$ cat config.mk
export PLATFORM = sky130hd
export DESIGN_NAME = rtc_ctl
export DESIGN_NICKNAME = d
export VERILOG_FILES = /design/src/rtl/core/rtc_pkg.sv /design/src/rtl/core/rtc_ctl.sv
export SDC_FILE = /design/constraint.sdc
export NUM_CORES = 1
export LEC_CHECK = 0
export ABC_AREA = 1
export ABC_CLOCK_PERIOD_IN_PS = 1300
export BUFFER_PORTS_ARGS = -buffer_cell sky130_fd_sc_hd__clkbuf_2
export CAP_MARGIN = 20
export CORE_AREA = 2 2 39 41
export DETAILED_ROUTE_END_ITERATION = 12
export DIE_AREA = 0 0 41 43
export SLEW_MARGIN = 10
export SYNTH_ARGS = -nofsm -noshare
export SYNTH_HDL_FRONTEND = slang
export SYNTH_SLANG_ARGS = --single-unit
export TNS_END_PERCENT = 10
$ cat constraint.sdc
create_clock -name i_clk -period 1.3 [get_ports i_clk]
set_clock_uncertainty 0.15 [all_clocks]
set_input_delay 0.13 -clock i_clk [delete_from_list [all_inputs] [get_ports i_clk]]
set_output_delay 0.13 -clock i_clk [all_outputs]
set_load 0.02 [all_outputs]
$ cat src/rtl/core/rtc_pkg.sv
// ----------------------------------------------------------------------------
// rtc_pkg
// shared types and constants of the rigid transform composer
// ----------------------------------------------------------------------------
package rtc_pkg;

    localparam int QUAT_W     = 16;
    localparam int POS_W      = 32;
    localparam int CFG_IDX_W  = 3;
    localparam int CFG_DATA_W = 32;
    localparam int NUM_STAGES = 4;

    typedef enum logic [CFG_IDX_W-1:0] {
        CFG_ROT_X   = 3'd0,
        CFG_ROT_Y   = 3'd1,
        CFG_ROT_Z   = 3'd2,
        CFG_ROT_W   = 3'd3,
        CFG_SHIFT_X = 3'd4,
        CFG_SHIFT_Y = 3'd5,
        CFG_SHIFT_Z = 3'd6
    } t_cfg_idx;

    typedef logic signed [QUAT_W-1:0] t_quat_comp;
    typedef logic signed [POS_W-1:0]  t_pos;

    typedef struct packed {
        t_quat_comp x;
        t_quat_comp y;
        t_quat_comp z;
        t_quat_comp w;
    } t_quat;

    typedef struct packed {
        t_pos x;
        t_pos y;
        t_pos z;
    } t_vec;

    // per-stage load strobes from the pipeline control
    typedef struct packed {
        logic [NUM_STAGES-1:0] ld;
    } t_pipe_ctl;

endpackage

$ cat src/rtl/core/rtc_ctl.sv
// ----------------------------------------------------------------------------
// rtc_ctl
// valid tracking and per-stage load control, bubbles collapse on stall
// ----------------------------------------------------------------------------
module rtc_ctl
    import rtc_pkg::*;
(
    input  logic      i_clk,
    input  logic      i_rst_n,
    input  logic      i_in_valid,
    input  logic      i_out_ready,
    output logic      o_in_ready,
    output logic      o_out_valid,
    output t_pipe_ctl o_ctl
);

    logic [NUM_STAGES-1:0] r_vld;
    logic [NUM_STAGES-1:0] n_vld;
    logic [NUM_STAGES-1:0] stage_ld;

    // a stage loads when empty or when the stage after it moves
    assign stage_ld[NUM_STAGES-1] = !r_vld[NUM_STAGES-1] || i_out_ready;
    for (genvar k = 0; k < NUM_STAGES-1; k++) begin : g_ld
        assign stage_ld[k] = !r_vld[k] || stage_ld[k+1];
    end

    assign n_vld = (stage_ld & {r_vld[NUM_STAGES-2:0], i_in_valid})
                 | (~stage_ld & r_vld);

    always_ff @(posedge i_clk) begin
        if (!i_rst_n) begin
            r_vld <= '0;
        end else begin
            r_vld <= n_vld;
        end
    end

    assign o_in_ready  = stage_ld[0];
    assign o_out_valid = r_vld[NUM_STAGES-1];
    assign o_ctl.ld    = stage_ld;

endmodule

# --- Word level (Yosys, flattened, before mapping) ---
# Cells that the tools add are included.
totals:
  register_bits: 4
  inputBits: 4
  wordCells: 13
classes:
  bitwise_logic: 4
  n_reduce_logical: 8
ops:
  columns: ["cell", "count"]
  rows:
  - ["bitwise AND 4 bit", 2]
  - ["logical NOT 1 bit", 4]
  - ["logical OR 1 bit", 4]
  - ["NOT 4 bit", 1]
  - ["OR 4 bit", 1]

# --- Longest topological paths before layout ---
logic_depth:
  ltp_word: 8
  depth_mapped: 4
  depth_no_buf: 4

# --- Worst setup path after synthesis ---
# No wires, ideal clock.
synth_timing:
  kind: "register -> output"
  from: "reg (tool-made name)"
  to: "out o_ctl[0] (netlist name)"
  t_arrival_ns: 1.085
  t_required_ns: 1.020
  slack_ns: -0.065
  path_stages_with_launch: 5
  path_buffers: 1
  cell_sequence: "dfxtp_1 inv_1 nor2_4 nand4_2 buf_4"
synth_rtl:
  columns: ["item", "line", "text"]
  rows:
  - ["end, declared", "rtc_ctl.sv:14", "output t_pipe_ctl o_ctl"]

==> results.sh <==
export IMPL_tns_ns=-0.0167
export IMPL_via_per_inst=3.30
export IMPL_area_growth_pct=76.3
export IMPL_syn_inst=20
export IMPL_die_w_um=41
export IMPL_track_usage=0.0512
export IMPL_clk_path_buf_depth=2
export IMPL_ios=10
export IMPL_seq_area_frac_synth=0.460
export IMPL_grt_pass1_vias=151
export IMPL_fillCellCount=162
export IMPL_synth_seq_cells=4
export IMPL_crit_fanout=5
export IMPL_power_mw=0.301
export IMPL_path_cells="inv_2 -> nor2_4 -> nand4_4 -> clkbuf_8"
export IMPL_wl_met1_um=139
export IMPL_synthTopCellsByArea="dfxtp_1 (46%), inv_1 (13%), nand4_2 (7.2%)"
export IMPL_hold_viol=0
export IMPL_fmax_ghz=0.764
export IMPL_hpwlAfterDp_um=264
export IMPL_stdcell_area_um2=307
export IMPL_postPlaceCellArea_um2=240
export IMPL_antenna_found_initial=0
export IMPL_finalCriticalPeriod_ns=1.31
export IMPL_drtIter0Drc=0
export IMPL_ir_drop_mv=0.395
export IMPL_ys_types=10
export IMPL_whs_path_depth=3
export IMPL_grt_overflow=0
export IMPL_drive_above_1_share=0.588
export IMPL_endpoint_kind="primary output"
export IMPL_clk_pin_slew_worst_paths_ns=0.04
export IMPL_wl_um=343
export IMPL_period_share=1.01
export IMPL_setup_slack_ns=-0.00846
export IMPL_worst_path_stages=4
export IMPL_syn_area_per_cell_um2=8.70
export IMPL_crit_required_ns=1.02
export IMPL_initial_core_util=0.126
export IMPL_ys_warn_count=0
export IMPL_cp_top_family="flip-flops"
export IMPL_worstPathArrival_ns=1.03
export IMPL_finalNetCount=40
export IMPL_yosysTopAreaCellShare=0.460
export IMPL_ant_nets=0
export IMPL_drc_errors=0
export IMPL_relSlewSlack=0.864
export IMPL_numPortBuffers=9
export IMPL_worstSetupStartpointType="flip-flop"
export IMPL_slowest_stage="dfxtp_2"
export IMPL_reg2regPathDepth=6
export IMPL_die_area_um2=1760
export IMPL_p_leak_nw=0.138
export IMPL_synth_area_leader_cell="dfxtp_1"
export IMPL_drv_cap=0
export IMPL_drt_first_pass_iters=1
export IMPL_powerDensity_nw_per_um2=981
export IMPL_critPathMaxStageDelay_ns=0.32
export IMPL_cts_max_level=1
export IMPL_rows=14
export IMPL_cts_tree="built"
export IMPL_setup_viol=2
export IMPL_insertion_delay_ns=0.23
export IMPL_slew_violations=0
export IMPL_worstMarginPinSlew_ns=0.204
export IMPL_diodes=0
export IMPL_rsz0062_at_grt="true"
export IMPL_grt_pass1_wl_um=545
export IMPL_grt_max_degree=6
export IMPL_design_core_area_um2=1380
export IMPL_clockRootBuffer="clkbuf_4"
export IMPL_hp_class="in2reg"
export IMPL_gp_congestion=0.616
export IMPL_cts_buffers=3
export IMPL_status="complete, but fails checks"
export IMPL_vias=165
export IMPL_met2_length_um=157
export IMPL_top_layer="met3"
export IMPL_clock_sinks=4
export IMPL_wire_per_inst_um=6.86
export IMPL_violations="setup timing"
export IMPL_synthesis_nets=24
export IMPL_die_h_um=43
export IMPL_netlist_area_um2=174
export IMPL_crit_buf_inv=2
export IMPL_route_met3_wl_um=45
export IMPL_worstSetupPathType="reg2out"
==> worst min-delay path, cell delays in order <==
cell and delay (ns):
clkbuf_2 0.07, inv_1 0.07, nor2_1 0.10
==> synth_stat cells <==
cell type,number
inv_1,6
nor2_1,2
dfxtp_1,4
nor2_4,1
a21oi_2,1
a21oi_1,2
nand3_2,1
buf_4,1
nand2_1,1
nand4_2,1
==> worst paths after layout <==
| kind | startpoint | slack, ns | to |
|---|---|---|---|
| max | flip-flop | -0.008 | o_ctl[0] |
| min | i_rst_n | 0.03 | flip-flop |
| max reg2reg | flip-flop | 0.09 | flip-flop |
| min reg2reg | flip-flop | 0.33 | flip-flop |
==> metal layers <==
metal	up-vias	GRT usage
met5	-	0
met4	0	0.0200
met3	0	0.0628
met2	10	0.0656
met1	68	0.0481
li1	87	-
==> repair_timing <==
action,4_1_cts,5_1_grt
pin swaps,1,1
buffers inserted,1,1
resized for setup,5,2
endpoints found under the hold margin,1,0
setup endpoints to repair,4,5
hold buffers,1,0
==> per-stage QoR <==
step,cells,util,setup slack [ns],hold WS [ns]
4_1_cts,49,0.216,-0.0462,0.0310
6_report,50,0.222,-0.00846,0.0334
3_3_place_gp,44,0.174,0.205,0.217
3_5_place_dp,44,0.174,0.190,0.217
5_1_grt,50,0.222,-0.0822,0.0548
2_1_floorplan,20,-,0.00115,0.124
==> final cells by class <==
type | count | area [um2] | area share
tap | 16 | 20.0 | 0.0653
timing repair buffer | 12 | 87.6 | 0.286
sequential | 4 | 81.3 | 0.265
clock buffer | 3 | 22.5 | 0.0735
inverter | 6 | 22.5 | 0.0735
multi-input combinational | 9 | 72.6 | 0.237
==> logic make-up after synthesis <==
| kind of cell | synth area share |
|---|---|
| flops | 0.460 |
| buf+inv | 0.173 |
| compound gates | 0.108 |
| simple gates | 0.259 |
==> placed cells by master (no fill, tap or decap), types with 2 or more instances in the layout <==
| cell type | Yosys | layout |
|---|---|---|
| inv_1 | 6 | 5 |
| clkbuf_2 | 0 | 5 |
| dfxtp_1 | 4 | 3 |
| clkbuf_4 | 0 | 3 |
| a21oi_1 | 2 | 2 |
| nor2_1 | 2 | 2 |
| clkbuf_8 | 0 | 2 |
| buf_2 | 0 | 2 |
| buf_4 | 1 | 2 |
==> where the power goes <==
group / switching [mW] / leakage [nW] / internal, mW / total (mW)
clock network: 0.0445 / 0.0138 / 0.103 / 0.147
logic: 0.0104 / 0.0908 / 0.00945 / 0.0199
registers: 0.00508 / 0.0333 / 0.128 / 0.133
Note: power is estimated with default switching activity, not from simulation.
